### src/sdfp_pkg.sv
package sdfp_pkg;

   localparam logic [7:0] CHAR_LF    = 8'h0a;
   localparam logic [7:0] CHAR_SPACE = 8'h20;
   localparam logic [7:0] CHAR_NUL   = 8'h00;

   localparam logic [2:0] PHASE_START   = 3'd0;
   localparam logic [2:0] PHASE_SPACE   = 3'd5;
   localparam logic [2:0] PHASE_PAYLOAD = 3'd6;
   localparam logic [2:0] PHASE_SKIP    = 3'd7;

   localparam logic [2:0] SENTINEL_LEN = 3'd6;

   localparam int QUEUE_DEPTH = 4;
   localparam int QUEUE_AW    = $clog2(QUEUE_DEPTH);
   localparam int QUEUE_CW    = $clog2(QUEUE_DEPTH + 1);

   // One front decision: replay held sentinel bytes, then a payload byte or an end mark.
   typedef struct packed {
      logic [2:0] held;
      logic       is_end;
      logic [7:0] data;
   } cmd_type;

   function automatic logic [7:0] data_tag_char(input logic [2:0] idx);
      logic [7:0] c;
      case (idx)
         3'd0:    c = 8'h64;
         3'd1:    c = 8'h61;
         3'd2:    c = 8'h74;
         3'd3:    c = 8'h61;
         3'd4:    c = 8'h3a;
         default: c = 8'h00;
      endcase
      return c;
   endfunction

   function automatic logic [7:0] done_tag_char(input logic [2:0] idx);
      logic [7:0] c;
      case (idx)
         3'd0:    c = 8'h5b;
         3'd1:    c = 8'h44;
         3'd2:    c = 8'h4f;
         3'd3:    c = 8'h4e;
         3'd4:    c = 8'h45;
         3'd5:    c = 8'h5d;
         default: c = 8'h00;
      endcase
      return c;
   endfunction

endpackage

### src/sdfp_front.sv
module sdfp_front import sdfp_pkg::*; (
   input  logic       clock,
   input  logic       reset,
   input  logic       accept,
   input  logic [7:0] in_byte,
   output logic       cmd_valid,
   output cmd_type    cmd
);

   logic [2:0] phase_ff, phase_in;
   logic       lwn_ff, lwn_in;
   logic       dropped_ff, dropped_in;
   logic [2:0] count_ff, count_in;
   logic       broken_ff, broken_in;
   logic       seen_ff, seen_in;
   logic       is_payload;

   always_comb begin
      phase_in   = phase_ff;
      lwn_in     = lwn_ff;
      dropped_in = dropped_ff;
      count_in   = count_ff;
      broken_in  = broken_ff;
      seen_in    = seen_ff;
      cmd_valid  = 1'b0;
      cmd.held   = 3'd0;
      cmd.is_end = 1'b0;
      cmd.data   = in_byte;
      is_payload = 1'b0;

      if (in_byte == CHAR_LF) begin
         if (lwn_ff) begin
            if (seen_ff && (broken_ff || count_ff != SENTINEL_LEN)) begin
               cmd_valid  = 1'b1;
               cmd.held   = broken_ff ? 3'd0 : count_ff;
               cmd.is_end = 1'b1;
               cmd.data   = 8'h00;
            end
            phase_in   = PHASE_START;
            lwn_in     = 1'b0;
            dropped_in = 1'b0;
            count_in   = 3'd0;
            broken_in  = 1'b0;
            seen_in    = 1'b0;
         end else begin
            lwn_in   = 1'b1;
            phase_in = PHASE_START;
         end
      end else begin
         lwn_in = 1'b0;
         if (!dropped_ff) begin
            if (in_byte == CHAR_NUL) begin
               dropped_in = 1'b1;
            end else if (phase_ff < PHASE_SPACE) begin
               if (in_byte == data_tag_char(phase_ff)) begin
                  phase_in = phase_ff + 3'd1;
               end else begin
                  phase_in = PHASE_SKIP;
               end
            end else if (phase_ff == PHASE_SPACE) begin
               phase_in   = PHASE_PAYLOAD;
               is_payload = (in_byte != CHAR_SPACE);
            end else if (phase_ff == PHASE_PAYLOAD) begin
               is_payload = 1'b1;
            end
         end
      end

      if (is_payload) begin
         seen_in = 1'b1;
         if (broken_ff) begin
            cmd_valid = 1'b1;
         end else if (count_ff < SENTINEL_LEN && in_byte == done_tag_char(count_ff)) begin
            count_in = count_ff + 3'd1;
         end else begin
            broken_in = 1'b1;
            cmd_valid = 1'b1;
            cmd.held  = count_ff;
            count_in  = 3'd0;
         end
      end
   end

   always_ff @(posedge clock) begin
      if (reset) begin
         phase_ff   <= PHASE_START;
         lwn_ff     <= 1'b0;
         dropped_ff <= 1'b0;
         count_ff   <= 3'd0;
         broken_ff  <= 1'b0;
         seen_ff    <= 1'b0;
      end else if (accept) begin
         phase_ff   <= phase_in;
         lwn_ff     <= lwn_in;
         dropped_ff <= dropped_in;
         count_ff   <= count_in;
         broken_ff  <= broken_in;
         seen_ff    <= seen_in;
      end
   end

endmodule

### src/sdfp_queue.sv
module sdfp_queue import sdfp_pkg::*; (
   input  logic    clock,
   input  logic    reset,
   input  logic    push,
   input  cmd_type push_cmd,
   output logic    full,
   input  logic    pop,
   output logic    empty,
   output cmd_type head
);

   cmd_type               entries_ff [QUEUE_DEPTH];
   logic [QUEUE_AW-1:0]   wr_ptr_ff, wr_ptr_in;
   logic [QUEUE_AW-1:0]   rd_ptr_ff, rd_ptr_in;
   logic [QUEUE_CW-1:0]   count_ff, count_in;
   logic                  do_push, do_pop;

   assign full    = (count_ff == QUEUE_CW'(QUEUE_DEPTH));
   assign empty   = (count_ff == '0);
   assign head    = entries_ff[rd_ptr_ff];
   assign do_push = push && !full;
   assign do_pop  = pop && !empty;

   always_comb begin
      wr_ptr_in = do_push ? wr_ptr_ff + 1'b1 : wr_ptr_ff;
      rd_ptr_in = do_pop  ? rd_ptr_ff + 1'b1 : rd_ptr_ff;
      count_in  = count_ff;
      if (do_push && !do_pop) begin
         count_in = count_ff + 1'b1;
      end else if (do_pop && !do_push) begin
         count_in = count_ff - 1'b1;
      end
   end

   always_ff @(posedge clock) begin
      if (reset) begin
         wr_ptr_ff <= '0;
         rd_ptr_ff <= '0;
         count_ff  <= '0;
      end else begin
         wr_ptr_ff <= wr_ptr_in;
         rd_ptr_ff <= rd_ptr_in;
         count_ff  <= count_in;
      end
   end

   always_ff @(posedge clock) begin
      if (do_push) begin
         entries_ff[wr_ptr_ff] <= push_cmd;
      end
   end

endmodule

### src/sdfp_back.sv
module sdfp_back import sdfp_pkg::*; (
   input  logic       clock,
   input  logic       reset,
   input  logic       head_valid,
   input  cmd_type    head,
   output logic       head_done,
   input  logic       pop,
   output logic [7:0] out_byte,
   output logic       byte_valid,
   output logic       message_end,
   output logic       last
);

   logic [2:0] idx_ff, idx_in;
   logic       in_tail;
   logic       step;

   assign in_tail   = (idx_ff == head.held);
   assign step      = pop && head_valid;
   assign head_done = step && in_tail;

   always_comb begin
      if (in_tail) begin
         out_byte    = head.is_end ? 8'h00 : head.data;
         byte_valid  = !head.is_end;
         message_end = head.is_end;
         last        = 1'b1;
      end else begin
         out_byte    = done_tag_char(idx_ff);
         byte_valid  = 1'b1;
         message_end = 1'b0;
         last        = 1'b0;
      end
      idx_in = idx_ff;
      if (step) begin
         idx_in = in_tail ? 3'd0 : idx_ff + 3'd1;
      end
   end

   always_ff @(posedge clock) begin
      if (reset) begin
         idx_ff <= 3'd0;
      end else begin
         idx_ff <= idx_in;
      end
   end

endmodule

### src/sse_data_frame_parser.sv
// Ordering: a byte that causes results queues one registered command, shown after any older commands.
// Throughput: one input byte per cycle; results leave one per cycle while rsp_pop is high, and a byte causing
// up to seven results (held sentinel replay) stalls input only once the four-entry
// command queue between parser and expander is full.
// Reset: synchronous, active high; clears parser state and empties the queue.
module sse_data_frame_parser import sdfp_pkg::*; (
   input  logic       clock,
   input  logic       reset,
   input  logic       req_push,
   output logic       req_full,
   input  logic [7:0] req_in_byte,
   output logic       rsp_empty,
   input  logic       rsp_pop,
   output logic [7:0] rsp_out_byte,
   output logic       rsp_byte_valid,
   output logic       rsp_message_end,
   output logic       rsp_last
);

   logic    accept;
   logic    cmd_valid;
   cmd_type cmd;
   cmd_type head;
   logic    head_done;

   assign accept = req_push && !req_full;

   sdfp_front u_front (
      .clock     (clock),
      .reset     (reset),
      .accept    (accept),
      .in_byte   (req_in_byte),
      .cmd_valid (cmd_valid),
      .cmd       (cmd)
   );

   sdfp_queue u_queue (
      .clock    (clock),
      .reset    (reset),
      .push     (accept && cmd_valid),
      .push_cmd (cmd),
      .full     (req_full),
      .pop      (head_done),
      .empty    (rsp_empty),
      .head     (head)
   );

   sdfp_back u_back (
      .clock       (clock),
      .reset       (reset),
      .head_valid  (!rsp_empty),
      .head        (head),
      .head_done   (head_done),
      .pop         (rsp_pop),
      .out_byte    (rsp_out_byte),
      .byte_valid  (rsp_byte_valid),
      .message_end (rsp_message_end),
      .last        (rsp_last)
   );

endmodule

### config.mk
export PLATFORM = sky130hd
export DESIGN_NAME = sse_data_frame_parser
export DESIGN_NICKNAME = d
export VERILOG_FILES = /design/src/sdfp_pkg.sv /design/src/sdfp_front.sv /design/src/sdfp_queue.sv /design/src/sdfp_back.sv /design/src/sse_data_frame_parser.sv
export SDC_FILE = /design/constraint.sdc
export NUM_CORES = 1
export LEC_CHECK = 0
export ABC_AREA = 1
export BUFFER_PORTS_ARGS = -buffer_cell sky130_fd_sc_hd__buf_2
export CAP_MARGIN = 20
export CORE_UTILIZATION = 35
export CTS_BUF_LIST = sky130_fd_sc_hd__clkbuf_8
export CTS_CLUSTER_DIAMETER = 30
export DETAILED_ROUTE_END_ITERATION = 12
export PLACE_DENSITY = 0.51
export SYNTH_ARGS = -nofsm -noshare
export SYNTH_HDL_FRONTEND = slang
export SYNTH_SLANG_ARGS = --single-unit
### constraint.sdc
create_clock -name clock -period 8.5 [get_ports clock]
set_clock_uncertainty 0.05 [all_clocks]
set_input_delay 0.85 -clock clock [delete_from_list [all_inputs] [get_ports clock]]
set_output_delay 0.85 -clock clock [all_outputs]
set_load 0.02 [all_outputs]
==> results.txt <==
----------------------------------------------------
[Timing]
  Achievable frequency ... 288 MHz
  Total of endpoints with negative setup slack in the final report ... 0
  Setup slack after layout ... 5.03 ns
  Unrepaired setup endpoints after global routing ... false
  Final worst hold slack ... 0.428 ns
  Setup TNS after final layout ... 0 ns
  Count of endpoints failing hold in the final timing report ... 0
  Post-layout min period ... 3.47 ns
  Final period util ... 0.408
  Max-slew violations ... 0
  Slew at the pin closest to its max-slew limit ... 0.541 ns
  Slew Limit Headroom ... 0.637

[Min path]
  Cell count of the worst hold path ... 2
  End point of the worst hold path ... u_front.seen_ff
  Start point of the worst min-delay path ... u_front.seen_ff
  Hold Path Class ... reg2reg

[Layout]
  Final instance area ... 4250 µm²
  Top library cells by usage in the layout, fill and taps aside ... sky130_fd_sc_hd__nand2_1 (106), sky130_fd_sc_hd__nor2_1 (50), sky130_fd_sc_hd__edfxtp_1 (48)
  Number of nets in the final layout ... 505
  Number of non-filler instances in the completed layout ... 613
  Fraction of layout cells with a size suffix above 1 ... 0.138
  Total inserted antenna cells ... 0
  Synthesis-to-layout area growth ... 11.4%
  Most common cell after layout, fill and taps aside ... sky130_fd_sc_hd__nand2_1

[Yosys]
  Number of storage elements in the synthesis netlist ... 70
  Synthesized area divided by synthesized cell count ... 8.54 µm²
  Sequential area share after synthesis ... 0.493
  Synthesized netlist cell count ... 447
  Synth Net Count ... 480
  Post-Syn Area ... 3820 µm²
  Post-synth cell types ... 36
  Leading cell types by total area after synthesis ... sky130_fd_sc_hd__edfxtp_1 (38%), sky130_fd_sc_hd__dfxtp_1 (12%), sky130_fd_sc_hd__nand2_1 (10%)
  Cell accounting for the most synthesized area ... sky130_fd_sc_hd__edfxtp_1
  Share of Yosys cell area claimed by the top area cell type ... 0.378
  Yosys warning count ... 0

[Critical path]
  Maximum fanout encountered on the critical timing path ... 13
  Type of destination of the critical path ... output port
  Data arrival time of the critical path ... 2.57 ns
  Register-to-Register Path Depth ... 14
  Register-to-Register Setup Slack ... 5.50 ns
  Type of origin of the critical path ... flop
  Data required time of the worst path ... 7.60 ns
  WS Path Type ... reg2out
  R2r endpoint ... u_queue.count_ff[2]

[Floorplanning]
  Area of the core region ... 10500 µm²
  Floorplan die area ... 11300 µm²
  Die H ... 106 µm
  Count of pins on the block boundary ... 25
  Starting density of the core ... 0.365
  Cell Rows ... 37
  Width of the die ... 106 µm

[Placement]
  Worst setup slack before clock tree synthesis ... 5.14 ns
  Placed Cells incl. Taps ... 597
  Global placer's final weighted congestion ... 0.840
  Post-detail-place hpwl ... 5.94 mm
  Port Buffers ... 24
  Cell Area, Placed ... 4060 µm²

[GRT]
  Initial antenna violation count ... 0
  Aggregate global routing overflow ... 0
  Maximum number of pins on one net before global-route repair ... 26
  Number of global-route vias before repair ... 2802
  Global-route usage over all layers ... 0.159
  First-pass GRT wire length ... 13.7 mm

[Drt]
  DRC viols ... 0
  Routed length per instance ... 13.3 µm
  Post-DR vias/cell ... 4.69
  First-pass DRT Iterations ... 4
  Violation count after the first detailed-route iteration ... 164
  Detailed Route WL ... 8.14 mm
  Via count of the routed design ... 2878
  Post-DRT Antenna Nets ... 0

[Job]
  Number of max-cap violations ... 0

[CTS]
  Post-CTS Repair Setup Buffers ... 0
  Number of resized instances in the post-cts repair step ... 0
  CTS tree ... done
  Maximum clock path buffer count ... 2
  Root cell of the clock tree ... sky130_fd_sc_hd__clkbuf_8
  Clk sink count ... 70
  Later-pin clock latency in the skew report ... 0.35 ns
  Total CTS buffers ... 9
  # hold bufs at CTS ... 0
  Clock transition at the register clock pins on the worst setup and hold paths after CTS ... 0.07 ns
  H-tree level count ... 3

[Power]
  Maximum VDD drop ... 0.0000801 V
  Power density over the cells ... 169 nW/µm²
  Leakage Power ... 1.77 nW

[Run status]
  Run status ... completed

----------------------------------------------------
through the flow:
step / total power [mW] / utilization
finish: 0.719 / 0.406
floorplan: 0.443 / -
CTS: 0.729 / 0.406
detailed placement: 0.467 / 0.388
global route: 0.755 / 0.406
global placement: 0.467 / 0.388
worst max-delay path by stage:
stage / end / startpoint / depth (start not counted) / slack (ns)
2_1_floorplan: u_queue.entries_ff[0][0] / req_in_byte[4] / 9 / 5.45
3_3_place_gp: u_queue.count_ff[2] / req_in_byte[4] / 17 / 5.24
3_5_place_dp: u_queue.count_ff[2] / req_in_byte[6] / 17 / 5.14
4_1_cts: rsp_out_byte[5] / flop / 9 / 4.95
5_1_grt: rsp_out_byte[7] / flop / 9 / 4.72
6_report: rsp_out_byte[5] / flop / 9 / 5.03
cells in the mapped netlist:
cell / count
sky130_fd_sc_hd__inv_2: 5
sky130_fd_sc_hd__dfxtp_1: 22
sky130_fd_sc_hd__nand2_1: 106
sky130_fd_sc_hd__nor2_1: 50
sky130_fd_sc_hd__o21ai_0: 25
sky130_fd_sc_hd__o31ai_2: 1
sky130_fd_sc_hd__ha_1: 20
sky130_fd_sc_hd__o211ai_1: 1
sky130_fd_sc_hd__nor3_1: 7
sky130_fd_sc_hd__nand3_2: 2
sky130_fd_sc_hd__a21oi_1: 28
sky130_fd_sc_hd__nor2_4: 2
sky130_fd_sc_hd__a21oi_2: 1
sky130_fd_sc_hd__nand4_1: 2
sky130_fd_sc_hd__o21bai_1: 1
sky130_fd_sc_hd__xor2_1: 7
sky130_fd_sc_hd__a32oi_1: 1
sky130_fd_sc_hd__a21oi_4: 1
sky130_fd_sc_hd__fa_1: 1
sky130_fd_sc_hd__nor2_2: 4
sky130_fd_sc_hd__nor3_2: 1
sky130_fd_sc_hd__inv_1: 43
sky130_fd_sc_hd__inv_4: 1
sky130_fd_sc_hd__a21boi_0: 4
sky130_fd_sc_hd__buf_2: 3
sky130_fd_sc_hd__a32o_1: 1
sky130_fd_sc_hd__nand2_2: 3
sky130_fd_sc_hd__buf_6: 3
sky130_fd_sc_hd__clkbuf_1: 9
sky130_fd_sc_hd__o32ai_1: 1
sky130_fd_sc_hd__o22ai_1: 5
sky130_fd_sc_hd__nand2_4: 1
sky130_fd_sc_hd__o21ai_1: 6
sky130_fd_sc_hd__or2_1: 1
sky130_fd_sc_hd__nand3_1: 30
sky130_fd_sc_hd__edfxtp_1: 48
layout make-up:
class                           count  area (µm²)
Fill cell                        1089        6210
Sequential cell                    70        1880
Multi-Input combinational cell    313        1670
Inverter                           49         186
Tap cell                          136         170
Timing Repair Buffer               29         158
Clock buffer                        9         124
Clock inverter                      7        66.3
logic make-up after synthesis:
family,share of synthesized area
AND/OR/NAND/NOR,0.235
AO/OA/AOI/OAI,0.114
flip-flops,0.493
buffers and inverters,0.0705
adder cells (fa/ha/maj),0.0708
XOR/XNOR,0.0161
flip-flops by register name, summed over array words and instances, names as in the netlist, named ones only:
| register | cells |
|---|---|
| u_queue.entries_ff | 48 |
| u_front.lwn_ff | 1 |
| u_queue.count_ff | 3 |
| u_front.count_ff | 3 |
| u_front.phase_ff | 3 |
| u_front.dropped_ff | 1 |
| u_queue.rd_ptr_ff | 2 |
| u_front.seen_ff | 1 |
| u_back.idx_ff | 3 |
| u_queue.wr_ptr_ff | 2 |
| u_front.broken_ff | 1 |
power breakdown:
group | switching, mW | internal (mW) | leakage [nW]
combinational | 0.0577 | 0.0290 | 1.06
sequential | 0.00501 | 0.367 | 0.617
clock | 0.127 | 0.133 | 0.0924
total | 0.190 | 0.529 | 1.77
critical path: stages, from the launching register on:
cell and delay (ns):
sky130_fd_sc_hd__dfxtp_1 0.63, sky130_fd_sc_hd__inv_1 0.33, sky130_fd_sc_hd__nand3_1 0.17, sky130_fd_sc_hd__nand2_1 0.08, sky130_fd_sc_hd__xor2_1 0.16, sky130_fd_sc_hd__nand3_2 0.28
sky130_fd_sc_hd__inv_2 0.19, sky130_fd_sc_hd__nand2_2 0.08, sky130_fd_sc_hd__nor3_1 0.12, sky130_fd_sc_hd__buf_2 0.19
per-layer routing:
layer | vias to the layer above | track usage | routed length, µm
met3 | 10 | 0.0374 | 204
met2 | 30 | 0.267 | 3790
met5 | - | 0 | 0
li1 | 1531 | - | -
met1 | 1307 | 0.199 | 4030
met4 | 0 | 0.0558 | 116
Power figures use the tool's default switching activity.
